`src/rcl_pkg.sv`:
```
`timescale 1ns / 1ps
// ----------------------------------------------------------------------------
// rcl_pkg
// Shared types and constants of the RAMSETE control law datapath.
// ----------------------------------------------------------------------------
package rcl_pkg;

	localparam int PROD_W = 62;
	localparam logic [60:0] PROD_LIMIT = 61'h1000_0000_0000_0000;

	localparam logic [7:0] REG_BETA   = 8'd0;
	localparam logic [7:0] REG_LAMBDA = 8'd1;

	localparam logic [31:0] ATAN_TAB [24] = '{
		32'd536870912, 32'd316933406, 32'd167458907, 32'd85004756,
		32'd42667331,  32'd21354465,  32'd10679838,  32'd5340245,
		32'd2670163,   32'd1335087,   32'd667544,    32'd333772,
		32'd166886,    32'd83443,     32'd41722,     32'd20861,
		32'd10430,     32'd5215,      32'd2608,      32'd1304,
		32'd652,       32'd326,       32'd163,       32'd81
	};

	typedef struct packed {
		logic signed [31:0] x;
		logic signed [31:0] y;
		logic signed [31:0] z;
		logic               flip;
	} cordic_t;

	typedef struct packed {
		logic [33:0] rem;
		logic [31:0] root;
		logic [63:0] rad;
	} sqrt_t;

	typedef struct packed {
		logic [31:0] rem;
		logic [31:0] bits;
		logic [31:0] q;
		logic [31:0] d;
	} div_t;

endpackage

```
`src/rcl_sqrt_cell.sv`:
```
`timescale 1ns / 1ps
// ----------------------------------------------------------------------------
// rcl_sqrt_cell
// One result bit of a restoring integer square root, registered.
// ----------------------------------------------------------------------------
module rcl_sqrt_cell (
	input  logic           clk,
	input  logic           en,
	input  rcl_pkg::sqrt_t din,
	output rcl_pkg::sqrt_t dout
);
	import rcl_pkg::*;

	logic [35:0] t;
	logic [35:0] c;
	sqrt_t nxt;

	always_comb begin
		t = {din.rem, din.rad[63:62]};
		c = {2'b00, din.root, 2'b01};
		nxt.rad = {din.rad[61:0], 2'b00};
		if (t >= c) begin
			nxt.rem  = 34'(t - c);
			nxt.root = {din.root[30:0], 1'b1};
		end else begin
			nxt.rem  = t[33:0];
			nxt.root = {din.root[30:0], 1'b0};
		end
	end

	always_ff @(posedge clk) begin
		if (en) dout <= nxt;
	end

endmodule

```
`config.mk`:
```
export PLATFORM = sky130hd
export DESIGN_NAME = rcl_sqrt_cell
export DESIGN_NICKNAME = d
export VERILOG_FILES = /design/src/rcl_pkg.sv /design/src/rcl_sqrt_cell.sv
export SDC_FILE = /design/constraint.sdc
export NUM_CORES = 1
export LEC_CHECK = 0
export BUFFER_PORTS_ARGS = -buffer_cell sky130_fd_sc_hd__buf_2
export CAP_MARGIN = 20
export CORE_ASPECT_RATIO = 0.6
export CORE_UTILIZATION = 40
export CTS_CLUSTER_SIZE = 14
export DETAILED_ROUTE_END_ITERATION = 16
export GPL_TIMING_DRIVEN = 0
export PLACE_DENSITY = 0.79
export SYNTH_ARGS = -nofsm -noshare
export SYNTH_HDL_FRONTEND = slang
export SYNTH_SLANG_ARGS = --single-unit
```
`constraint.sdc`:
```
create_clock -name clk -period 2.3 [get_ports clk]
set_input_delay 0.23 -clock clk [delete_from_list [all_inputs] [get_ports clk]]
set_output_delay 0.23 -clock clk [all_outputs]
set_load 0.01 [all_outputs]
```
; ---- After elaboration in Yosys (flattened, before gate mapping)
; Index checks and enable logic that the tools add are counted.
[op_classes]
mux = 1
addsub = 1
order_cmp = 1
[ops]
columns = operator, count
row1 = $mux W66, 1
row2 = $ge A36 B34 Y1, 1
row3 = $sub A34 B34 Y34, 1
[totals]
inputBits = 132
output_inout_bits = 130
regBits = 128

; ---- Logic depth before layout (Yosys ltp)
[logic_depth]
word_depth = 2
depth_mapped = 13
ltp_nobuf = 10

; ---- Worst setup path after synthesis
; Ideal clock, no wire load.
[synth_path]
path_type = input port to flip-flop
startpoint = input din[73] in the netlist's numbering
endpoint = register dout[123] in the netlist's numbering (data pin)
setup_time_ns = 0.260
path_buffers = 0
slack_ns = -0.189
stages = 10
arrival_ns = 2.229
required_ns = 2.040
cell_sequence = inv_1 ha_1 a21o_1 a31o_1 a211oi_4 o211ai_2 a21bo_2 mux2i_1 o221ai_1 mux2_4
[synth_rtl]
columns = element, line
row1 = from (decl), rcl_sqrt_cell.sv:9  ; input rcl_pkg::sqrt_t din,
row2 = to (signal assigned), rcl_sqrt_cell.sv:32  ; if (en) dout <= nxt;
row3 = to (decl), rcl_sqrt_cell.sv:10  ; output rcl_pkg::sqrt_t dout

==> impl_metrics.json <==
{
  "outcome": "finished, violations left",
  "failed_checks": "negative setup slack",
  "setup_ws_ns": -0.0226,
  "ys_seq_elements": 128,
  "flow.area_growth_from_synthesis_pct": 55.8,
  "worst_setup_path_end_kind": "flip-flop",
  "route.antenna.remaining_nets": 0,
  "synth_top_flop_cell": "edfxtp_1",
  "path_class": "primary input to flip-flop",
  "finalWorstPathRequiredPeriod_ns": 2.32,
  "p_leak_nw": 4.26,
  "report.final.slew_viol_count": 0,
  "relSlewSlack_pct": 65.1,
  "ctsRootBufferMaster": "clkbuf_16",
  "synthCells": 507,
  "worst_hold_path.endpoint": "dout[90]",
  "ys_async_sr_fraction_pct": 0,
  "number_of_antenna_violations_at_the_first_check_in_global_routing": 2,
  "powerDensity_mw_per_mm2": 736,
  "finalNetCount": 1046,
  "vias_per_cell": 4.93,
  "vdd.ir_drop.worst_uv": 459,
  "core-area_mm2": 0.0154,
  "post-route-period-util_pct": 101,
  "initial_core_util_pct": 41.1,
  "finalWeightedCongestion": 0.869,
  "worst-slew-pin-transition_ns": 0.523,
  "cts_tree": "built",
  "synth_warnings": 0,
  "startpoint_type": "primary input",
  "route.detailed.drc": 0,
  "power.total_mw": 7.24,
  "num_vias": 5403,
  "max_cap_viol_count": 0,
  "port_buffers": 259,
  "layout_cells_sized_above_1_pct": 43.1,
  "clkTransAtPathRegs_ns": 0.06,
  "drtIter0Drc": 462,
  "top_level_ports": 262,
  "via_count_of_the_first_global_routing_pass": 5180,
  "die-area_mm2": 0.0163,
  "synth_cell_types": 62,
  "required_ns": 2.45,
  "first_pass_grt_wire_length_um": 27400,
  "synth.top_cell.area_share_pct": 60.9,
  "num_rows": 35,
  "reg_top3": "dout (128)",
  "worst-path-max-fanout": 4,
  "finalSetupViolations": 2,
  "drt_pass1_iterations": 8,
  "largest_cells_by_area_after_synthesis": "edfxtp_1 61%, ha_1 6.7%, nand2_1 3.4%, o21ai_0 3.2%, inv_1 2.5%",
  "timing.setup.tns_ns": -0.0241,
  "holdCritStartpoint": "din[89]",
  "fmax_mhz": 431,
  "htree_num_levels": 4,
  "drt-total-wl_um": 19000,
  "pin_count_of_the_biggest_net_entering_global_routing": 78,
  "hold_class": "primary input to flip-flop",
  "critical_path_arrival_ns": 2.48,
  "antenna-diode-count": 0,
  "largest_register_ffs": 128,
  "hold_depth": 1,
  "most_frequently_used_cell_type_in_the_post_synthesis_netlist": "edfxtp_1",
  "yosys-top-cells-count": "128 x edfxtp_1, 58 x nand2_1, 42 x inv_1",
  "synth_top_area_cell": "edfxtp_1",
  "numClockSinks": 128,
  "syn_area_per_cell_um2": 12.5,
  "clk_path_buf_depth": 2,
  "numCtsBuffers": 17,
  "synth_enable_flop_cells": 128,
  "yosysSeqAreaShare_pct": 60.9,
  "grt_remaining_overflow": 0,
  "max_flop_register": "dout",
  "grt_use_total_pct": 22.3,
  "mappedNetlistArea_mm2": 0.00631,
  "floorplan.die.width_um": 164,
  "rsz0062_at_grt": "yes",
  "detailedPlacementHpwl_um": 13000,
  "wl_per_cell_um": 17.4,
  "dieHeight_um": 99.3,
  "final-hold-violation-count": 0,
  "detailedPlace.worstSlack_ns": -0.689
}
==> worst max-delay path by stage <==
stage | slack (ns) | depth (start not counted) | end | start
after global routing | -0.07 | 13 | dout[99] | din[105]
after global placement | -0.65 | 12 | dout[119] | din[64]
after detailed placement | -0.69 | 12 | dout[119] | din[65]
final | -0.02 | 11 | dout[121] | din[73]
after floorplan | -0.01 | 9 | dout[123] | din[105]
after CTS | 0.009 | 10 | dout[122] | din[99]
==> cell usage in the layout, fill, tap and decap left out, types with 15 or more instances in the layout <==
| cell type | instances |
|---|---|
| edfxtp_1 | 128 |
| inv_1 | 37 |
| dlygate4sd3_1 | 79 |
| nand2_1 | 57 |
| o21ai_0 | 35 |
| clkbuf_16 | 17 |
| ha_4 | 16 |
| a21oi_1 | 22 |
| nor2_1 | 16 |
| buf_2 | 257 |
| buf_4 | 15 |
| a21o_1 | 19 |
==> critical path: stages <==
cell and delay, ns:
buf_8 0.10, inv_4 0.05, ha_4 0.19, a21o_1 0.19, a31o_1 0.22, a211oi_4 0.38
a2111oi_4 0.16, o41ai_4 0.50, buf_4 0.19, xor2_1 0.16, o21ai_1 0.10
==> metal layers <==
metal | track usage, % | part of all wire (%) | wire, um
met2 | 35.1 | 47 | 8970
met1 | 29.6 | 43 | 8270
met4 | 6.91 | 1.0 | 196
met5 | 0 | 0.14 | 27
met3 | 6.51 | 8.2 | 1560
==> metrics by stage <==
| stage | std cells | cell area (um2) | util, % | hold slack [ns] |
|---|---|---|---|---|
| after floorplan | 508 | 6440 | - | 0.329 |
| after global placement | 970 | 7990 | 52.0 | 0.406 |
| after detailed placement | 971 | 8030 | 52.2 | 0.408 |
| after CTS | 1078 | 9400 | 61.1 | 0.000312 |
| after global routing | 1096 | 9840 | 64.0 | 0.000460 |
| final | 1096 | 9840 | 64.0 | 0.0201 |
==> area by class of cell <==
cell class / count / area (um2)
buffer: 16 / 154
fill: 1159 / 5530
multi-input combinational: 321 / 2580
clock buffer: 17 / 425
timing repair buffer: 353 / 2240
tap: 203 / 254
clock inverter: 15 / 171
inverter: 43 / 169
sequential: 128 / 3840
==> power breakdown <==
part	switching [mW]	total, mW	internal [mW]
logic	0.843	1.57	0.729
registers	0.0570	2.91	2.86
clock network	1.13	2.76	1.63
total	2.03	7.24	5.22
==> cells by family after synthesis <==
group,count (synthesis),share of synthesized area (%)
compound gates,133,14.8
flops,128,60.9
simple gates,120,8.88
buf+inv,59,4.08
fa+ha+maj,34,6.74
xor+xnor,27,3.74
mux,5,0.872
other cells,1,0.0594
==> repair_timing <==
action                                 in CTS  in global routing
hold buffers                               73                  6
buffers inserted                            2                 11
endpoints found under the hold margin      73                  6
setup endpoints to repair                  34                 34
gates resized for setup                     7                 66
gates cloned                                0                  1
pin swaps                                   2                 27
Note: power is estimated with default switching activity, not from simulation.
