### config.mk
export PLATFORM = sky130hd
export DESIGN_NAME = rcl_cordic_cell
export DESIGN_NICKNAME = d
export VERILOG_FILES = /design/src/rcl_pkg.sv /design/src/rcl_cordic_cell.sv
export SDC_FILE = /design/constraint.sdc
export NUM_CORES = 1
export LEC_CHECK = 0
export BUFFER_PORTS_ARGS = -buffer_cell sky130_fd_sc_hd__buf_2
export CELL_PAD_IN_SITES_DETAIL_PLACEMENT = 0
export CELL_PAD_IN_SITES_GLOBAL_PLACEMENT = 1
export CORE_MARGIN = 10
export CORE_UTILIZATION = 35
export DETAILED_ROUTE_END_ITERATION = 12
export GPL_TIMING_DRIVEN = 1
export PLACE_DENSITY_LB_ADDON = 0.2
export SYNTH_ARGS = -nofsm -noshare
export SYNTH_HDL_FRONTEND = slang
export SYNTH_SLANG_ARGS = --single-unit
export TNS_END_PERCENT = 50
### constraint.sdc
create_clock -name clk -period 4.7 [get_ports clk]
set_input_delay 0.47 -clock clk [delete_from_list [all_inputs] [get_ports clk]]
set_output_delay 0.47 -clock clk [all_outputs]
set_load 0.1 [all_outputs]
### src/rcl_pkg.sv
`timescale 1ns / 1ps
// ----------------------------------------------------------------------------
// rcl_pkg
// Shared types and constants of the RAMSETE control law datapath.
// ----------------------------------------------------------------------------
package rcl_pkg;

	localparam int PROD_W = 62;
	localparam logic [60:0] PROD_LIMIT = 61'h1000_0000_0000_0000;

	localparam logic [7:0] REG_BETA   = 8'd0;
	localparam logic [7:0] REG_LAMBDA = 8'd1;

	localparam logic [31:0] ATAN_TAB [24] = '{
		32'd536870912, 32'd316933406, 32'd167458907, 32'd85004756,
		32'd42667331,  32'd21354465,  32'd10679838,  32'd5340245,
		32'd2670163,   32'd1335087,   32'd667544,    32'd333772,
		32'd166886,    32'd83443,     32'd41722,     32'd20861,
		32'd10430,     32'd5215,      32'd2608,      32'd1304,
		32'd652,       32'd326,       32'd163,       32'd81
	};

	typedef struct packed {
		logic signed [31:0] x;
		logic signed [31:0] y;
		logic signed [31:0] z;
		logic               flip;
	} cordic_t;

	typedef struct packed {
		logic [33:0] rem;
		logic [31:0] root;
		logic [63:0] rad;
	} sqrt_t;

	typedef struct packed {
		logic [31:0] rem;
		logic [31:0] bits;
		logic [31:0] q;
		logic [31:0] d;
	} div_t;

endpackage

### src/rcl_cordic_cell.sv
`timescale 1ns / 1ps
// ----------------------------------------------------------------------------
// rcl_cordic_cell
// One rotation-mode CORDIC micro-rotation, registered.
// ----------------------------------------------------------------------------
module rcl_cordic_cell #(
	parameter int SHIFT = 0
) (
	input  logic            clk,
	input  logic            en,
	input  rcl_pkg::cordic_t din,
	output rcl_pkg::cordic_t dout
);
	import rcl_pkg::*;

	logic signed [31:0] dx;
	logic signed [31:0] dy;
	logic signed [31:0] ang;
	cordic_t nxt;

	assign ang = $signed(ATAN_TAB[SHIFT]);

	always_comb begin
		dx = din.y >>> SHIFT;
		dy = din.x >>> SHIFT;
		nxt.flip = din.flip;
		if (!din.z[31]) begin
			nxt.x = din.x - dx;
			nxt.y = din.y + dy;
			nxt.z = din.z - ang;
		end else begin
			nxt.x = din.x + dx;
			nxt.y = din.y - dy;
			nxt.z = din.z + ang;
		end
	end

	always_ff @(posedge clk) begin
		if (en) dout <= nxt;
	end

endmodule

# ---- Word level (Yosys, flattened, before mapping)
# Index checks and enable logic that the tools add are counted.
dict set report word_totals {
  mem_count 0
  rom_bits 0
  ram_bits 0
  regBits 97
  wordCells 10
  input_bits 99
  latchBits 0
  output_inout_bits 97
}
dict set report classes {
  n_div 0
  shift 0
  n_lt_le_gt_ge 0
  n_reduce_logical 0
  n_bitwise 0
  mux 1
  multipliers 0
  add_sub_neg 5
  eq_ne 0
}
# operator count
set ops {}
lappend ops {{96-bit two-way mux} 1}
lappend ops {{32-bit subtractor} 2}
lappend ops {{32-bit by 31-bit adder with 32-bit output (second input constant)} 1}
lappend ops {{32-bit adder} 1}
lappend ops {{32-bit by 31-bit subtractor with 32-bit output (second input constant)} 1}

# ---- Logic depth before layout (Yosys ltp)
dict set report depth {
  depth_word 2
  mapped_depth 12
  depth_no_buf 12
}

# ---- Worst setup path after synthesis
# No wires, ideal clock.
dict set report synth_path {
  kind {in2reg}
  startpoint {input port din[36] (netlist name)}
  endpoint {register dout[63] (netlist name) (data pin)}
  path_stages 12
  t_arrival_ns 2.566
  setup_slack_ns 1.866
  required_time_ns 4.432
  n_path_buf 1
  setup_time_ns 0.268
  cell_sequence {inv_1 -> ha_1 -> buf_4 -> a21o_1 -> a2111oi_2 -> o211ai_1 -> nand2_2 -> o211ai_1 -> a221oi_2 -> o2111a_1 -> a21oi_1 -> xor2_1}
}
# item line
set synth_lines {}
lappend synth_lines {{start: declaration} rcl_cordic_cell.sv:11} ;# input rcl_pkg::cordic_t din,
lappend synth_lines {{end signal: assignment} rcl_cordic_cell.sv:39} ;# if (en) dout <= nxt;
lappend synth_lines {{end: declaration} rcl_cordic_cell.sv:12} ;# output rcl_pkg::cordic_t dout

==> metrics.md <==
| Metric | Value |
|---|---|
| Outcome | `completed` |
| Post-Place Worst Slack | `approximately 1.1 ns` |
| Crit Path Class | `primary input to register` |
| Tcrit/Tclk final | `70.69%` |
| Gpl congestion | `slightly above 0.9` |
| CP Data Arrival Time | `around 3.4 ns` |
| Commonest non-fill, non-tap cell in the layout | `buf_2` |
| Detailed Routing Iterations Pass 1 | `6` |
| Maximum clock frequency | `0.3010 GHz` |
| Number of flip-flops in the largest register | `96` |
| Worst Path Required | `around 4.8 ns` |
| DRT Wirelength | `approximately 27000 um` |
| Reg clk slew, reported paths | `about 0.07 ns` |
| Registers with the most flip-flops | `dout (96)` |
| Port bufs | `just under 200` |
| Die X-Extent | `between 150 and 200 um` |
| Hold WC Path Type | `primary input to register` |
| Mapped Area | `around 0.0084 mm^2` |
| Netlist cell types | `81` |
| Fin. max-slew vios | `0` |
| Routed len/inst | `19.34 um` |
| Worst Path Max Fanout | `14` |
| Clock sinks | `96` |
| Most frequent cells in the layout | `194 x buf_2, 101 x a21oi_1, 96 x edfxtp_1` |
| Measured slew at the worst slew-check pin | `about 1 ns` |
| Max Cap Violations | `0` |
| Clock Tree Buf Depth | `2` |
| Pwr Density | `378.8 mW/mm^2` |
| Number of synthesized register bits | `96` |
| Setup WS post-layout | `around 1.4 ns` |
| Rows | `56` |
| Largest net degree at the start of global routing | `70` |
| Tmin final | `around 3.3 ns` |
| Post-synth EDFFs | `96` |
| First-pass GRT wire length | `42060 um` |
| HPWL Detailed | `around 22000 um` |
| CTS Hold Buffers Added | `0` |
| Leakage | `approximately 4.3 nW` |
| Post-route ant nets | `0` |
| VDD IR-drop max | `between 0.00015 and 0.0002 V` |
| Setup Buffers After CTS | `0` |
| Fin. Hold Viols | `0` |
| Chip height | `about 170 um` |
| Synthesis-to-finish area growth | `18.06%` |
| Post-synth top area share | `between 30 and 40%` |
| Remaining Overflow, GRT | `0` |
| Yosys warnings | `0` |
| DRC viols | `0` |
| Post-synthesis cell count | `just over 900` |
| Post-Route Setup TNS | `0 ns` |
| Share of cells above drive strength 1 | `between 20% and 30%` |
| Vias in the first global route | `between 7000 and 8000` |
| WHS | `~0.29 ns` |
| Syn_nets | `about 1100` |
| H-Tree Level Count | `3` |
| ANT cells | `0` |
| Root Buffer | `clkbuf_16` |
| Total Nets Final | `approximately 1300` |
| DRT iter0 DRCs | `about 650` |
| Final setup viols | `0` |
| Worst setup EP type | `register` |
| Largest area contributor in the netlist | `edfxtp_1` |
| Primary FF master, synth | `edfxtp_1` |
| Via count | `between 7000 and 8000` |
| Area after DPL | `~0.0096 mm^2` |
| Fin area | `0.009887 mm^2` |
| CTS buffer count | `9` |
| Initial core utilization | `35.57%` |
| Seq/Total Area, Yosys | `roughly a third` |
| Worst setup SP type | `primary input` |
| All-Layer GR Usage | `between 10% and 20%` |
| Post_cts resized | `0` |
| Core area | `between 0.02 and 0.025 mm^2` |
| Die area | `between 0.03 and 0.04 mm^2` |
| Ys async rst share | `0%` |
| Syn Area/Cell | `9.162 um^2` |
| CTS tree | `yes` |
| Most flops, register | `dout` |
| Synth top area cells | `edfxtp_1 34%, ha_1 14%, a21oi_1 6.0%, xnor2_1 5.2%, inv_1 4.0%` |
| Via-to-Cell Ratio | `between 5 and 6` |
| RSZ-0062 raised after global routing | `false` |
| Initial antenna violation count | `0` |
| I/O Pins | `between 150 and 200` |
| Max_slew headroom | `between 30% and 40%` |
## stage by stage
step | instances | utilization [%] | total power (W)
finish | 1407 | 42.00 | 0.003745
global route | 1407 | 42.00 | 0.003919
CTS | 1407 | 42.00 | 0.003776
detailed placement | 1391 | 40.71 | 0.002996
global placement | 1391 | 40.71 | 0.002995
floorplan | 914 | - | 0.002607
## cell usage after synthesis (all sizes together) (4+ instances only)
cell type / count
o31ai: 12
inv: 97
and3: 4
a21o: 10
edfxtp: 96
buf: 21
a211o: 4
a21oi: 103
a211oi: 11
o2111ai: 4
fa: 4
o211ai: 12
o41ai: 4
clkbuf: 20
nor2: 79
o21ai: 64
nor2b: 7
or3: 7
nand2b: 11
xor2: 10
nor3: 10
and2: 4
xnor2: 50
o21bai: 13
a31oi: 10
nor4: 7
o21a: 11
a2111oi: 4
a21boi: 5
mux2i: 12
nand2: 48
nand3: 13
nand4: 11
ha: 94
## final timing paths
path	startpoint	end	cells after the start
worst max-delay path	din[39]	dout[64]	11
worst min-delay path	din[19]	dout[19]	1
## layout make-up
cell class,count,area [um^2]
fill,2430,13660
multi-input combinational,679,4926
timing repair buffer,199,1008
sequential,96,2883
inverter,98,367.9
clock inverter,6,73.82
tap,319,399.1
clock buffer,10,229.0
## per-layer routing
layer	routed length, um	track usage (%)	vias up
li1	-	-	3615
met1	12800	23.25	3482
met2	12150	26.85	250
met3	1844	3.686	25
met4	417	4.345	0
met5	0	0	-
## critical path: stages
cell	delay (ns)
buf_2	0.10
inv_1	0.04
ha_1	0.47
or4_1	0.60
a31oi_2	0.40
o41ai_4	0.19
o211ai_1	0.33
a21oi_1	0.22
a311oi_1	0.31
a31oi_1	0.08
xor2_1	0.18
## power breakdown
| group | internal [W] | switching (W) |
|---|---|---|
| Combinational | 0.000390 | 0.00146 |
| Sequential | 0.00110 | 0.0000252 |
| Clock | 0.000421 | 0.000347 |
## cells by family after synthesis
logic type               after synthesis  synth area share, %
adder cells (fa/ha/maj)               98                15.00
buffers and inverters                139                6.753
XOR/XNOR                              60                6.275
AND/OR/NAND/NOR                      213                12.30
multiplexers                          12                1.434
flip-flops                            96                34.42
AO/OA/AOI/OAI                        296                23.82
(Power assumes the default switching activity.)
