[src/rcl_pkg.sv]
`timescale 1ns / 1ps
// ----------------------------------------------------------------------------
// rcl_pkg
// Shared types and constants of the RAMSETE control law datapath.
// ----------------------------------------------------------------------------
package rcl_pkg;

	localparam int PROD_W = 62;
	localparam logic [60:0] PROD_LIMIT = 61'h1000_0000_0000_0000;

	localparam logic [7:0] REG_BETA   = 8'd0;
	localparam logic [7:0] REG_LAMBDA = 8'd1;

	localparam logic [31:0] ATAN_TAB [24] = '{
		32'd536870912, 32'd316933406, 32'd167458907, 32'd85004756,
		32'd42667331,  32'd21354465,  32'd10679838,  32'd5340245,
		32'd2670163,   32'd1335087,   32'd667544,    32'd333772,
		32'd166886,    32'd83443,     32'd41722,     32'd20861,
		32'd10430,     32'd5215,      32'd2608,      32'd1304,
		32'd652,       32'd326,       32'd163,       32'd81
	};

	typedef struct packed {
		logic signed [31:0] x;
		logic signed [31:0] y;
		logic signed [31:0] z;
		logic               flip;
	} cordic_t;

	typedef struct packed {
		logic [33:0] rem;
		logic [31:0] root;
		logic [63:0] rad;
	} sqrt_t;

	typedef struct packed {
		logic [31:0] rem;
		logic [31:0] bits;
		logic [31:0] q;
		logic [31:0] d;
	} div_t;

endpackage

[src/rcl_wmul.sv]
`timescale 1ns / 1ps
// ----------------------------------------------------------------------------
// rcl_wmul
// Two-stage signed multiply, magnitude shifted right and clamped to 2^60.
// ----------------------------------------------------------------------------
module rcl_wmul #(
	parameter int AW = 42,
	parameter int BW = 36,
	parameter int SH = 16
) (
	input  logic                              clk,
	input  logic                              en,
	input  logic signed [AW-1:0]              a,
	input  logic signed [BW-1:0]              b,
	output logic signed [rcl_pkg::PROD_W-1:0] p
);
	import rcl_pkg::*;

	logic [AW-1:0] am;
	logic [BW-1:0] bm;
	logic [31+BW:0] pl_s1;
	logic [AW-33+BW:0] ph_s1;
	logic neg_s1;
	logic [AW+BW-1:0] full;
	logic [AW+BW-1:0] shr;
	logic [60:0] mag;

	assign am = a[AW-1] ? AW'(-a) : AW'(a);
	assign bm = b[BW-1] ? BW'(-b) : BW'(b);

	always_ff @(posedge clk) begin
		if (en) begin
			pl_s1  <= am[31:0] * bm;
			ph_s1  <= am[AW-1:32] * bm;
			neg_s1 <= a[AW-1] ^ b[BW-1];
		end
	end

	always_comb begin
		full = {ph_s1, 32'h0} + (AW+BW)'(pl_s1);
		shr  = full >> SH;
		mag  = (shr > (AW+BW)'(PROD_LIMIT)) ? PROD_LIMIT : 61'(shr);
	end

	always_ff @(posedge clk) begin
		if (en) p <= neg_s1 ? -$signed({1'b0, mag}) : $signed({1'b0, mag});
	end

endmodule

[config.mk]
export PLATFORM = sky130hd
export DESIGN_NAME = rcl_wmul
export DESIGN_NICKNAME = d
export VERILOG_FILES = /design/src/rcl_pkg.sv /design/src/rcl_wmul.sv
export SDC_FILE = /design/constraint.sdc
export NUM_CORES = 2
export LEC_CHECK = 0
export BUFFER_PORTS_ARGS = -buffer_cell sky130_fd_sc_hd__buf_2
export CORE_MARGIN = 4
export CORE_UTILIZATION = 59
export CTS_BUF_LIST = sky130_fd_sc_hd__clkbuf_8
export DETAILED_ROUTE_END_ITERATION = 6
export PLACE_DENSITY = 0.81
export SLEW_MARGIN = 0
export SYNTH_ARGS = -nofsm -noshare
export SYNTH_HDL_FRONTEND = slang
export SYNTH_SLANG_ARGS = --single-unit
export TNS_END_PERCENT = 50
[constraint.sdc]
create_clock -name clk -period 15 [get_ports clk]
set_clock_uncertainty 0.15 [all_clocks]
set_input_delay 0.75 -clock clk [delete_from_list [all_inputs] [get_ports clk]]
set_output_delay 0.75 -clock clk [all_outputs]
set_load 0.05 [all_outputs]
Word-level counts from Yosys, hierarchy flattened
Cells that the tools add are included.
Word-level totals
  bits in writable memories: 0
  input bits: 80
  bits in registers: 177
  output and inout port bits: 62
  memory bits (read-only): 0
  memories: 0
  latch bits: 0
Cells by class
  divide/modulo/power cells: 0
  bitwise operators: 1
  multipliers: 2
  equal/unequal tests: 0
  magnitude comparators: 1
  add/sub/neg operators: 4
  reductions and logical operators: 0
  mux-type cells: 4
  shifts and indexed selects: 0
Operators with widths (number)
  61-bit 2-to-1 mux: 2
  78-bit by 68-bit adder with 78-bit output: 1
  32-bit by 36-bit multiplier with 68-bit output: 1
  62-bit by 61-bit greater-than comparator with 1-bit output (second input constant): 1
  61-bit negator with 62-bit output: 1
  10-bit by 36-bit multiplier with 46-bit output: 1
  42-bit 2-to-1 mux: 1
  42-bit negator: 1
  36-bit 2-to-1 mux: 1
  36-bit negator: 1
  1-bit bitwise XOR: 1

Logic depth before layout (Yosys ltp)
  word-level depth: 5
  gate-level depth with buffers: 42
  mapped depth without buffers: 39

Worst setup path after synthesis
Ideal clock, no wire load.
  kind: in2reg
  start: in a[0]
  end: reg pl_s1[60] (data pin)
  arrival time: 10647 ps
  stages: 38
  setup slack: 3945 ps
  data required time: 14592 ps
  setup time: 258 ps
  path buffers: 3
  cells stage by stage: clkbuf_1 inv_1 clkbuf_1 ha_1 nand2_1 or3_1 or2_2 or3_1 or4_1 o31a_1 xnor2_1 clkbuf_1 nor2_1 fa_1 inv_1 fa_1 inv_1 fa_1 [2 not listed] inv_1 fa_1 fa_1 fa_1 fa_1 ha_1 a21oi_1 o21ai_0 a21o_1 a211o_1 a2111o_1 o221ai_1 and2_1 a21oi_1 a221oi_1 o21ai_0 a211oi_1 nor2_1
Between the ends
  cells in the longest elaborated chain, start to end: 3
RTL lines
  start, declared: RTL line rcl_wmul.sv:13  | input logic signed [AW-1:0] a,
  42-bit negator: RTL line rcl_wmul.sv:28  | assign am = a[AW-1] ? AW'(-a) : AW'(a);
  42-bit 2-to-1 mux (*): RTL line rcl_wmul.sv:28
  32-bit by 36-bit multiplier with 68-bit output (*): RTL line rcl_wmul.sv:33  | pl_s1 <= am[31:0] * bm;
  end signal, assigned: RTL line rcl_wmul.sv:33
  end, declared: RTL line rcl_wmul.sv:21  | logic [31+BW:0] pl_s1;
Every way passes the cells marked *; elsewhere a longest branch is shown, timed or not.
A chain may end at the register's enable or synchronous reset.

Worst setup path in the final report
Same ends and word-level chain as after synthesis.

==> impl_metrics.json <==
{
  "cp.arrival_ns": 12.24,
  "synth_top_area_share_pct": 45.5,
  "wl_met2_um": 76400,
  "wire_per_inst_um": 23.7,
  "violations": "max-capacitance violations",
  "antenna_found_initial": 18,
  "synth.distinct_cells": 91,
  "cts_buffer_depth": 2,
  "synthTopCellsByArea": "fa_1 45%, edfxtp_1 8.5%, ha_1 8.5%, inv_1 8.5%, nand2_1 6.6%",
  "maxSlewHeadroom_pct": 0.719,
  "dp_hpwl_um": 145000,
  "period_share_pct": 80.8,
  "cts_sinks": 161,
  "core-area_sq_um": 95200,
  "muxShareOfSynthArea_pct": 0.106,
  "clock_latency_ns": 0.50,
  "tightest_slew_ns": 1.48,
  "die_w_um": 318,
  "grt_usage_pct": 36.5,
  "wl_met1_um": 63200,
  "multi_input_area_sq_um": 46800,
  "status": "finished with violations",
  "maxUsedRoutingLayer": "met5",
  "slew_viol_final": 0,
  "final_hold_viol_count": 0,
  "die-area_sq_um": 101000,
  "drc": 0,
  "required_ns": 15.12,
  "post-cts-setup-buffer-count": 0,
  "maxCapViolCount": 1,
  "synth_edf_count": 161,
  "grt_overflow": 0,
  "cp_max_fo": 26,
  "post_cts_resized": 0,
  "cts-root-buf": "clkbuf_8",
  "grt_pass1_vias": 48200,
  "slowest_stage": "or4_1",
  "start_util_pct": 59.5,
  "area.growth.synth_to_final_pct": 6.41,
  "async_reset_ff_share_pct": 0,
  "fin_nets": 8122,
  "ctsHoldBuffers": 0,
  "min_path_type": "reg -> reg",
  "crit_path_frequent_cell": "fa_1",
  "drtIter0Drc": 4865,
  "drive_gt1_share_pct": 7.28,
  "drtAntennaViolNets": 0,
  "synth_ff_type": "edfxtp_1",
  "synth_seq_cells": 161,
  "grt_start_max_net_pins": 83,
  "cp-end-kind": "flip-flop",
  "cts_max_level": 4,
  "port_buffers": 141,
  "ff_latch_area_sq_um": 4830,
  "ys_warn_count": 0,
  "finalWirelength_um": 182000,
  "post-route-min-period_ns": 12.12,
  "final.fill_count": 7714,
  "setup_tns_ns": 0,
  "synth_nets": 8120,
  "dieHeight_um": 318,
  "cts-buffers-inserted": 17,
  "synth_top_area_cell": "fa_1",
  "most-common-layout-cells": "1286 x fa_1, 1280 x inv_1, 997 x nand2_1",
  "startpoint_type": "input pin",
  "ys_seq_area_share_pct": 8.54,
  "grt_pass1_wl_um": 281000,
  "syn_avg_cell_area_sq_um": 8.89,
  "final_common_cell": "fa_1",
  "rows": 113,
  "synth_compound_area_share_pct": 6.82,
  "wl_met3_um": 27700,
  "rsz0062_at_grt": "no",
  "synth_top_family_by_area": "adder cells",
  "tritoncts": "done",
  "viasPerCell": 6.00,
  "dr.pass1.iters": 6,
  "vias": 46000,
  "syn_area_sq_um": 56600,
  "synthAdderAreaFrac_pct": 54.0,
  "crit_type": "in -> reg",
  "routabilityCongestion": 1.07,
  "path_clk_slew_ns": 0.11,
  "max_freq_mhz": 82.5,
  "io-pin-count": 142,
  "max_stage_delay_ns": 0.58,
  "synthCells": 6370,
  "finalSetupViolCount": 0,
  "synth-xor-area-share_pct": 4.36,
  "synth_simple_gate_area_share_pct": 15.6
}
per-layer routing:
layer  track usage [%]  up-vias
li1                  -    19300
met1              46.4    22600
met2              53.6     3311
met3              13.9      788
met4              21.3        8
met5                 0        -
state kept, by name, indices dropped and copies added, names as in the netlist:
register  cells
ph_s1        46
pl_s1        52
neg_s1        1
p            62
synthesized netlist by cell type, types with 24 or more instances:
| cell type | instances |
|---|---|
| nand3_1 | 49 |
| nand4_1 | 27 |
| nand2_1 | 998 |
| a21oi_1 | 141 |
| fa_1 | 1286 |
| nand2b_1 | 31 |
| and2_1 | 71 |
| or2_2 | 24 |
| xor2_1 | 111 |
| o21a_1 | 29 |
| a21o_1 | 77 |
| clkbuf_1 | 270 |
| inv_1 | 1280 |
| edfxtp_1 | 161 |
| o21ai_0 | 119 |
| nor3_1 | 36 |
| xnor2_1 | 169 |
| nor2_1 | 727 |
| ha_1 | 384 |
| buf_2 | 27 |
kinds of logic (layout without fill, tap and decap cells):
| logic type | Yosys count | in the layout |
|---|---|---|
| adders and majority gates | 1670 | 1670 |
| muxes | 6 | 6 |
| DFF | 161 | 161 |
| and+or+nand+nor | 2093 | 2093 |
| xor gates and xnor gates | 281 | 281 |
| buffers and inverters | 1583 | 1598 |
| other | 0 | 12 |
| AOI/OAI and AO/OA | 576 | 576 |
worst paths after layout:
check             from         to  slack, ns  cells after the start
max               a[0]  pl_s1[60]       2.88                     36
min          pl_s1[16]       p[0]       0.46                      2
max reg2reg  pl_s1[47]      p[54]       7.81                     21
min reg2reg  pl_s1[16]       p[0]       0.46                      2
metrics by stage:
step                setup slack, ns  utilization (%)  cell area [sq um]  hold WS, ns  instances
floorplan                      3.95                -              56600        0.370       6370
global placement               2.81             62.8              59800        0.449       7618
detailed placement             2.63             62.8              59800        0.444       7618
CTS                            3.16             63.3              60200        0.455       7650
global route                   2.44             63.3              60200        0.497       7653
finish                         2.88             63.3              60200        0.459       7662
worst max-delay path, delay by kind of cell:
family	cells	cell delay [ns]
AO/OA/AOI/OAI	11	3.12
XOR/XNOR	1	0.21
adder cells (fa/ha/maj)	10	4.13
buffers and inverters	4	1.17
AND/OR/NAND/NOR	10	2.80
cell type report:
cell class                 count  area share (%)
multi-input combinational   4626            77.6
sequential                   161            8.03
inverter                    1281            7.98
timing repair buffer         285            2.98
tap                         1265            2.63
clock buffer                  17           0.388
clock inverter                15           0.320
antenna                       12          0.0498
Power is not shown: default switching activity piles up to over one toggle a cycle in this logic, so the estimate is an artifact.
