--- config.mk ---
export PLATFORM = sky130hd
export DESIGN_NAME = rcl_div_cell
export DESIGN_NICKNAME = d
export VERILOG_FILES = /design/src/rcl_pkg.sv /design/src/rcl_div_cell.sv
export SDC_FILE = /design/constraint.sdc
export NUM_CORES = 1
export LEC_CHECK = 0
export BUFFER_PORTS_ARGS = -buffer_cell sky130_fd_sc_hd__buf_2
export CAP_MARGIN = 40
export CORE_ASPECT_RATIO = 0.7
export CORE_UTILIZATION = 52
export CTS_CLUSTER_SIZE = 40
export DETAILED_ROUTE_END_ITERATION = 7
export GPL_ROUTABILITY_DRIVEN = 0
export HOLD_SLACK_MARGIN = 0.06
export PLACE_DENSITY_LB_ADDON = 0.2
export SLEW_MARGIN = 20
export SYNTH_ARGS = -nofsm -noshare
export SYNTH_HDL_FRONTEND = slang
export SYNTH_SLANG_ARGS = --single-unit
--- constraint.sdc ---
create_clock -name clk -period 6.4 [get_ports clk]
set_input_delay 0.96 -clock clk [delete_from_list [all_inputs] [get_ports clk]]
set_output_delay 0.96 -clock clk [all_outputs]
set_load 0.1 [all_outputs]
--- src/rcl_pkg.sv ---
`timescale 1ns / 1ps
// ----------------------------------------------------------------------------
// rcl_pkg
// Shared types and constants of the RAMSETE control law datapath.
// ----------------------------------------------------------------------------
package rcl_pkg;

	localparam int PROD_W = 62;
	localparam logic [60:0] PROD_LIMIT = 61'h1000_0000_0000_0000;

	localparam logic [7:0] REG_BETA   = 8'd0;
	localparam logic [7:0] REG_LAMBDA = 8'd1;

	localparam logic [31:0] ATAN_TAB [24] = '{
		32'd536870912, 32'd316933406, 32'd167458907, 32'd85004756,
		32'd42667331,  32'd21354465,  32'd10679838,  32'd5340245,
		32'd2670163,   32'd1335087,   32'd667544,    32'd333772,
		32'd166886,    32'd83443,     32'd41722,     32'd20861,
		32'd10430,     32'd5215,      32'd2608,      32'd1304,
		32'd652,       32'd326,       32'd163,       32'd81
	};

	typedef struct packed {
		logic signed [31:0] x;
		logic signed [31:0] y;
		logic signed [31:0] z;
		logic               flip;
	} cordic_t;

	typedef struct packed {
		logic [33:0] rem;
		logic [31:0] root;
		logic [63:0] rad;
	} sqrt_t;

	typedef struct packed {
		logic [31:0] rem;
		logic [31:0] bits;
		logic [31:0] q;
		logic [31:0] d;
	} div_t;

endpackage

--- src/rcl_div_cell.sv ---
`timescale 1ns / 1ps
// ----------------------------------------------------------------------------
// rcl_div_cell
// One quotient bit of a restoring unsigned divider, registered.
// ----------------------------------------------------------------------------
module rcl_div_cell (
	input  logic          clk,
	input  logic          en,
	input  rcl_pkg::div_t din,
	output rcl_pkg::div_t dout
);
	import rcl_pkg::*;

	logic [32:0] t;
	div_t nxt;

	always_comb begin
		t = {din.rem, din.bits[31]};
		nxt.d    = din.d;
		nxt.bits = {din.bits[30:0], 1'b0};
		if (t >= {1'b0, din.d}) begin
			nxt.rem = 32'(t - {1'b0, din.d});
			nxt.q   = {din.q[30:0], 1'b1};
		end else begin
			nxt.rem = t[31:0];
			nxt.q   = {din.q[30:0], 1'b0};
		end
	end

	always_ff @(posedge clk) begin
		if (en) dout <= nxt;
	end

endmodule

Word-level counts from Yosys, hierarchy flattened
Cells that the tools add are included.
{"block": "totals", "ff_bits": 127, "output_inout_bits": 128, "word_cells": 8}
{"block": "classes", "add_sub_neg": 1, "magnitude_cmp": 1, "n_mux": 2}
{"operator": "greater-or-equal comparator 33 x 32 -> 1 bit", "n": 1}
{"operator": "2-to-1 mux 32 bit", "n": 1}
{"operator": "subtractor 32 bit", "n": 1}
{"operator": "2-to-1 mux 1 bit", "n": 1}

Logic depth before layout (Yosys ltp)
Gate-level depths: netlist of run 1.
{"block": "depth", "word_depth": 2, "mapped_depth": 13, "ltp_nobuf": 11}

Worst setup path after synthesis of run 1
OpenSTA, ideal clock, no wires.
{"block": "synth_timing", "kind": "input port to flip-flop", "start": "input port din[23] (netlist bit)", "end": "register dout[100] (netlist bit), data pin", "setup_time_ns": 0.260, "arrival_ns": 3.068, "setup_slack_ns": 3.072, "path_stages": 11, "n_path_buf": 2, "path_cell_list": "inv_1 > ha_1 > buf_6 > and3_1 > o21a_1 > a311oi_2 > o21ai_1 > or3b_1 > o21a_1 > buf_6 > mux2_4"}
{"item": "start, declared", "line": "rcl_div_cell.sv:9", "source": "input rcl_pkg::div_t din,"}
{"item": "end signal, assigned", "line": "rcl_div_cell.sv:31", "source": "if (en) dout <= nxt;"}
{"item": "end, declared", "line": "rcl_div_cell.sv:10", "source": "output rcl_pkg::div_t dout"}

==> results of run 1 <==
[routing by layer]
metal	vias to the layer above	part of all wire
met5	-	0.0012
met2	200	0.50
li1	2321	-
met1	2242	0.42
met3	9	0.079
met4	2	0.0054
[worst max path at each step]
stage | depth (start not counted) | to | startpoint | slack (ps)
finish | 11 | dout[127] | din[2] | 2850
detailed placement | 11 | dout[120] | din[3] | 2040
global route | 11 | dout[127] | din[2] | 2680
global placement | 11 | dout[116] | din[2] | 2090
floorplan | 11 | dout[100] | din[23] | 3070
CTS | 11 | dout[120] | din[2] | 2400
[synth_stat cells (2+ instances only)]
master	n	area share
sky130_fd_sc_hd__a211oi_1	3	0.0037
sky130_fd_sc_hd__nor4b_1	2	0.0028
sky130_fd_sc_hd__buf_2	5	0.0041
sky130_fd_sc_hd__and2_1	3	0.0031
sky130_fd_sc_hd__clkbuf_1	6	0.0037
sky130_fd_sc_hd__a2111oi_0	3	0.0043
sky130_fd_sc_hd__o21ai_1	4	0.0033
sky130_fd_sc_hd__o211ai_1	2	0.0024
sky130_fd_sc_hd__nor3_1	3	0.0024
sky130_fd_sc_hd__a21o_1	8	0.0098
sky130_fd_sc_hd__o21a_1	6	0.0073
sky130_fd_sc_hd__buf_4	2	0.0024
sky130_fd_sc_hd__nand4b_1	2	0.0028
sky130_fd_sc_hd__o31ai_1	7	0.0085
sky130_fd_sc_hd__o21bai_1	5	0.0061
sky130_fd_sc_hd__a31oi_1	2	0.0020
sky130_fd_sc_hd__nand2_1	24	0.015
sky130_fd_sc_hd__or2_2	2	0.0020
sky130_fd_sc_hd__nor2b_1	2	0.0020
sky130_fd_sc_hd__edfxtp_1	127	0.62
sky130_fd_sc_hd__or3_1	2	0.0020
sky130_fd_sc_hd__nand4_1	8	0.0081
sky130_fd_sc_hd__xor2_1	10	0.014
sky130_fd_sc_hd__mux2_4	8	0.020
sky130_fd_sc_hd__a31o_2	2	0.0028
sky130_fd_sc_hd__nand3_1	8	0.0065
sky130_fd_sc_hd__xnor2_1	16	0.023
sky130_fd_sc_hd__and3_1	2	0.0020
sky130_fd_sc_hd__buf_6	5	0.0092
sky130_fd_sc_hd__a21oi_1	54	0.044
sky130_fd_sc_hd__ha_1	32	0.065
sky130_fd_sc_hd__nand2b_1	7	0.0071
sky130_fd_sc_hd__mux2i_1	2	0.0033
sky130_fd_sc_hd__o21ai_0	17	0.014
sky130_fd_sc_hd__nor2_1	37	0.023
sky130_fd_sc_hd__inv_1	46	0.028
[area by class of cell]
cell class | count | share of cell area
sequential | 127 | 0.469
multi-input combinational | 297 | 0.252
timing repair buffer | 259 | 0.165
clock buffer | 17 | 0.0523
tap | 153 | 0.0235
inverter | 46 | 0.0212
clock inverter | 15 | 0.0174
antenna | 1 | 0.000308
[metrics by stage]
| stage | hold slack (ps) | total power (W) | cell area [sq um] | instances | worst slack, ps |
|---|---|---|---|---|---|
| floorplan | 1060 | 0.00188 | 6150 | 488 | 3070 |
| global placement | 1140 | 0.00205 | 7520 | 880 | 2090 |
| detailed placement | 1140 | 0.00206 | 7550 | 881 | 2040 |
| CTS | 704 | 0.00298 | 8110 | 913 | 2400 |
| global route | 701 | 0.00306 | 8140 | 915 | 2680 |
| finish | 717 | 0.00297 | 8140 | 915 | 2850 |
[power groups by stage]
stage	Combinational, W	Sequential, W	Clock (W)
after global routing	0.00106	0.00105	0.000958
after global placement	0.000994	0.00105	0
after floorplan	0.000220	0.00166	0
final	0.00102	0.00104	0.000919
after detailed placement	0.00101	0.00106	0
after CTS	0.00101	0.00104	0.000931
[critical path, stage by stage]
cell and delay, ps:
sky130_fd_sc_hd__buf_2 90, sky130_fd_sc_hd__inv_1 40, sky130_fd_sc_hd__ha_1 370, sky130_fd_sc_hd__o21ai_0 180, sky130_fd_sc_hd__a21oi_1 130, sky130_fd_sc_hd__a2111oi_0 440
sky130_fd_sc_hd__nor2_1 200, sky130_fd_sc_hd__a2111oi_0 680, sky130_fd_sc_hd__o31ai_1 180, sky130_fd_sc_hd__xor2_1 180, sky130_fd_sc_hd__mux2_4 270
[kinds of logic (layout without fill, tap and decap cells)]
kind of cell	Yosys count	in the layout	share of synthesized area
adders and majority gates	33	33	0.0683
xor gates and xnor gates	26	26	0.0370
AOI/OAI and AO/OA	120	120	0.119
and+or+nand+nor	107	107	0.0850
muxes	10	10	0.0228
buffers and inverters	64	337	0.0474
DFF	127	127	0.620
other	1	2	0.000610
==> results.yml, run 1 <==
outcome:
  status: "completed"
final_layout:
  nFillCells: 781
  multiInputGateArea_sq_um: 2050
  final_util: 0.723
  registers.top_by_ff_count: "dout"
  largest_register_ff_count: 127
  layout-drive-gt1-share: 0.402
  mostFrequentLayoutCells: "sky130_fd_sc_hd__buf_2, sky130_fd_sc_hd__edfxtp_1, sky130_fd_sc_hd__a21oi_1"
  final_nets: 911
  syn2layout_area_growth_pct: 32.3
  seq_area_sq_um: 3810
  layout.cells.most_common: "sky130_fd_sc_hd__buf_2"
  biggestRegsByFlops: "dout: 127 flops"
power_and_ir_drop:
  net_switching_power_figure_w: 0.00125
  leakage_nw: 3.66
  clkPwrFrac: 0.309
  share_comb_of_total_power: 0.342
  sequentialPowerShare: 0.349
  vdd_ir_drop_max_uv: 233
  power_report.internal_total_w: 0.00173
  switching_portion_of_total_power: 0.419
  p_per_area_nw_per_um2: 365
yosys:
  ys_types: 50
  synth_flop_cell: "sky130_fd_sc_hd__edfxtp_1"
  synth-edff-count: 127
  syn-mean-instance-area_sq_um: 12.6
  syn-num-nets: 651
  ys_async_sr_fraction: 0
  synthCells: 488
  mappedNetlistArea_sq_um: 6150
  synth.yosys.seq_area_share: 0.620
  synth_warnings: 0
  synth_seq_cells: 127
grt:
  globalRouteMet3Util: 0.0748
  met2_usage: 0.430
  globalRouteMet1Util: 0.316
  grt_util_all_layers: 0.252
  pin_count_of_the_biggest_net_entering_global_routing: 68
  grt_antenna_before_repair: 2
  via_count_of_the_first_global_routing_pass: 4675
  top_usage_layer: "met2"
  overflow: 0
  grt_first_pass_wirelength_mm: 23.3
cts:
  clock-sinks: 127
  tritoncts: "built"
  clock_tree.root_cell: "sky130_fd_sc_hd__clkbuf_16"
  postCtsSetupRepairBufs: 0
  cts_inserted_buffers: 17
  clk_path_buf_depth: 2
  post_cts_resized: 0
  worst_setup_hold_path_clk_slew_ps: 60
  htreeDepth: 4
  hold_buffers: 0
die:
  num_io_pins: 258
  overall_die_area_sq_um: 12300
  placementRows: 32
  die_width_um: 132
  initial_utilization: 0.547
  placeableCoreArea_sq_um: 11300
  dieHeight_um: 93.0
timing:
  grt_setup_unrepaired: "false"
  relSlewSlack: 0.513
  timing.final.setup_violations: 0
  finalHoldViolations: 0
  finalMaxSlewViolations: 0
  setup_tns_ps: 0
  timing_worst_slew_pin_value_ps: 713
  clock.fmax_ghz: 0.281
  period_minus_slack_ps: 3550
  timing.final.crit_share: 0.555
worst_setup_path:
  crit_path_start_kind: "input port"
  critical_path.endpoint_type: "register"
  critPathRequiredTime_ps: 6560
  cp_data_arrival_time_ps: 3720
  path_class: "input port to register"
  critical_path_peak_fanout: 5
routing:
  finalWirelength_mm: 15.3
  routed_wire_per_std_cell_um: 16.7
  route.detailed.drc: 0
  vias_per_cell: 5.22
  detailedRoute.firstIterationViolations: 316
  dr_total_vias: 4774
  drt_pass1_iterations: 8
  detail_route_antenna_nets: 0
min_path:
  holdPathStages: 1
  worst_hold_path_type: "input port to register"
  timing.hold.worst.start: "din[57]"
  worst_hold_path.endpoint: "dout[58]"
flow_run:
  reported_max_cap_violation_count: 0
placed_design:
  hpwl_mm: 11.5
  port-buffer-count: 255
(Power assumes the default switching activity.)
==> run 2, diff against run 1 <==
--- a/config.mk
+++ b/config.mk
@@ -8,7 +8,7 @@
 export BUFFER_PORTS_ARGS = -buffer_cell sky130_fd_sc_hd__buf_2
 export CAP_MARGIN = 40
 export CORE_ASPECT_RATIO = 0.7
-export CORE_UTILIZATION = 52
+export CORE_UTILIZATION = 48
 export CTS_CLUSTER_SIZE = 40
 export DETAILED_ROUTE_END_ITERATION = 7
 export GPL_ROUTABILITY_DRIVEN = 0
==> constraint.sdc (replaced) <==
create_clock -name clk -period 3.59 [get_ports clk]
set_input_delay 0.5385 -clock clk [delete_from_list [all_inputs] [get_ports clk]]
set_output_delay 0.5385 -clock clk [all_outputs]
set_load 0.1 [all_outputs]
==> run 2 against run 1 <==
Against the previous run: count of clock-buffer cells in the layout up 1; combinational power up 77%; core utilization down 6.6 points.
==> results.yml, run 2 (synthesis gave the netlist of run 1 again) <==
final_layout:
  num_antenna_cells: 0
  layout-drive-gt1-share: 0.404
  instances_no_fill: 927
  largest_register_ff_count: 127
  layout.cells.most_common: "sky130_fd_sc_hd__buf_2"
  biggestRegsByFlops: "dout: 127 flops"
  area_of_all_placed_cells_without_fillers_sq_um: 8190
  final_util: 0.657
  registers.top_by_ff_count: "dout"
  syn2layout_area_growth_pct: 33.1
  final_nets: 915
  mostFrequentLayoutCells: "sky130_fd_sc_hd__buf_2, sky130_fd_sc_hd__edfxtp_1, sky130_fd_sc_hd__a21oi_1"
cts:
  clock_tree.root_cell: "sky130_fd_sc_hd__clkbuf_16"
  htreeDepth: 4
  hold_buffers: 0
  clock-sinks: 127
  postCtsSetupRepairBufs: 0
  worst_setup_hold_path_clk_slew_ps: 60
  tritoncts: "built"
  cts_inserted_buffers: 17
  post_cts_resized: 0
  clk_path_buf_depth: 2
timing:
  period_minus_slack_ps: 2980
  setup_tns_ps: 0
  timing.final.crit_share: 0.830
  relSlewSlack: 0.552
  whs_ps: 289
  timing_worst_slew_pin_value_ps: 656
  clock.fmax_ghz: 0.336
  grt_setup_unrepaired: "false"
  finalMaxSlewViolations: 0
  finalHoldViolations: 0
  timing.final.setup_violations: 0
flow_run:
  reported_max_cap_violation_count: 0
worst_setup_path:
  cp_data_arrival_time_ps: 3140
  critical_path_peak_fanout: 7
  critical_path.endpoint_type: "register"
  path_class: "input port to register"
  critPathRequiredTime_ps: 3760
  crit_path_start_kind: "input port"
placed_design:
  dpl_cell_area_sq_um: 7610
  port-buffer-count: 255
  hpwl_mm: 11.4
  place_inst: 895
grt:
  overflow: 0
  grt_first_pass_wirelength_mm: 22.6
  pin_count_of_the_biggest_net_entering_global_routing: 81
  grt_antenna_before_repair: 2
  grt_util_all_layers: 0.227
  via_count_of_the_first_global_routing_pass: 4493
die:
  placementRows: 34
  die_width_um: 137
  dieHeight_um: 96.7
  overall_die_area_sq_um: 13300
  initial_utilization: 0.494
  num_io_pins: 258
  placeableCoreArea_sq_um: 12500
routing:
  route.detailed.drc: 0
  dr_total_vias: 4725
  vias_per_cell: 5.10
  drt_pass1_iterations: 5
  detail_route_antenna_nets: 0
  routed_wire_per_std_cell_um: 16.0
  finalWirelength_mm: 14.9
  detailedRoute.firstIterationViolations: 243
power_and_ir_drop:
  p_per_area_nw_per_um2: 651
  leakage_nw: 3.69
  vdd_ir_drop_max_uv: 390
outcome:
  status: "completed"
min_path:
  worst_hold_path_type: "input port to register"
[run 2: cell type report]
| class | instances | area [sq um] |
|---|---|---|
| fill | 973 | 4280 |
| sequential | 127 | 3810 |
| multi-input combinational | 297 | 2050 |
| timing repair buffer | 263 | 1380 |
| clock buffer | 18 | 429 |
| tap | 162 | 203 |
| inverter | 46 | 173 |
| clock inverter | 14 | 146 |
[run 2: worst paths after layout]
check,startpoint,end,slack (ps),cells past startpoint
min,din[54],dout[55],290,1
max,din[20],dout[127],610,11
[run 2: where the power goes]
group          switching, W  internal (W)
Combinational       0.00146      0.000358
Clock              0.000694      0.000978
Sequential        0.0000336       0.00182
[run 2: metrics by stage]
| stage | setup WS, ps | total power [W] |
|---|---|---|
| after floorplan | 683 | 0.00336 |
| after global placement | 240 | 0.00367 |
| after detailed placement | 173 | 0.00369 |
| after CTS | 603 | 0.00537 |
| after global routing | 446 | 0.00552 |
| final | 612 | 0.00533 |
[run 2: per-layer routing]
layer  part of all wire  wire length [um]  vias up  GRT usage
met2               0.47              7030      160      0.361
met3              0.081              1210       23     0.0812
met5             0.0022                32        -          0
met4              0.013               199        4     0.0659
met1               0.43              6400     2211      0.290
li1                   -                 -     2327          -
[run 2: critical path: stages]
cell                        delay [ps]
sky130_fd_sc_hd__buf_2              90
sky130_fd_sc_hd__inv_1              40
sky130_fd_sc_hd__ha_1              380
sky130_fd_sc_hd__a21oi_1           260
sky130_fd_sc_hd__o21ai_1           120
sky130_fd_sc_hd__a311oi_2          330
sky130_fd_sc_hd__o21ai_1           150
sky130_fd_sc_hd__a2111oi_0         640
sky130_fd_sc_hd__o31ai_1           180
sky130_fd_sc_hd__xor2_1            170
sky130_fd_sc_hd__mux2_4            260
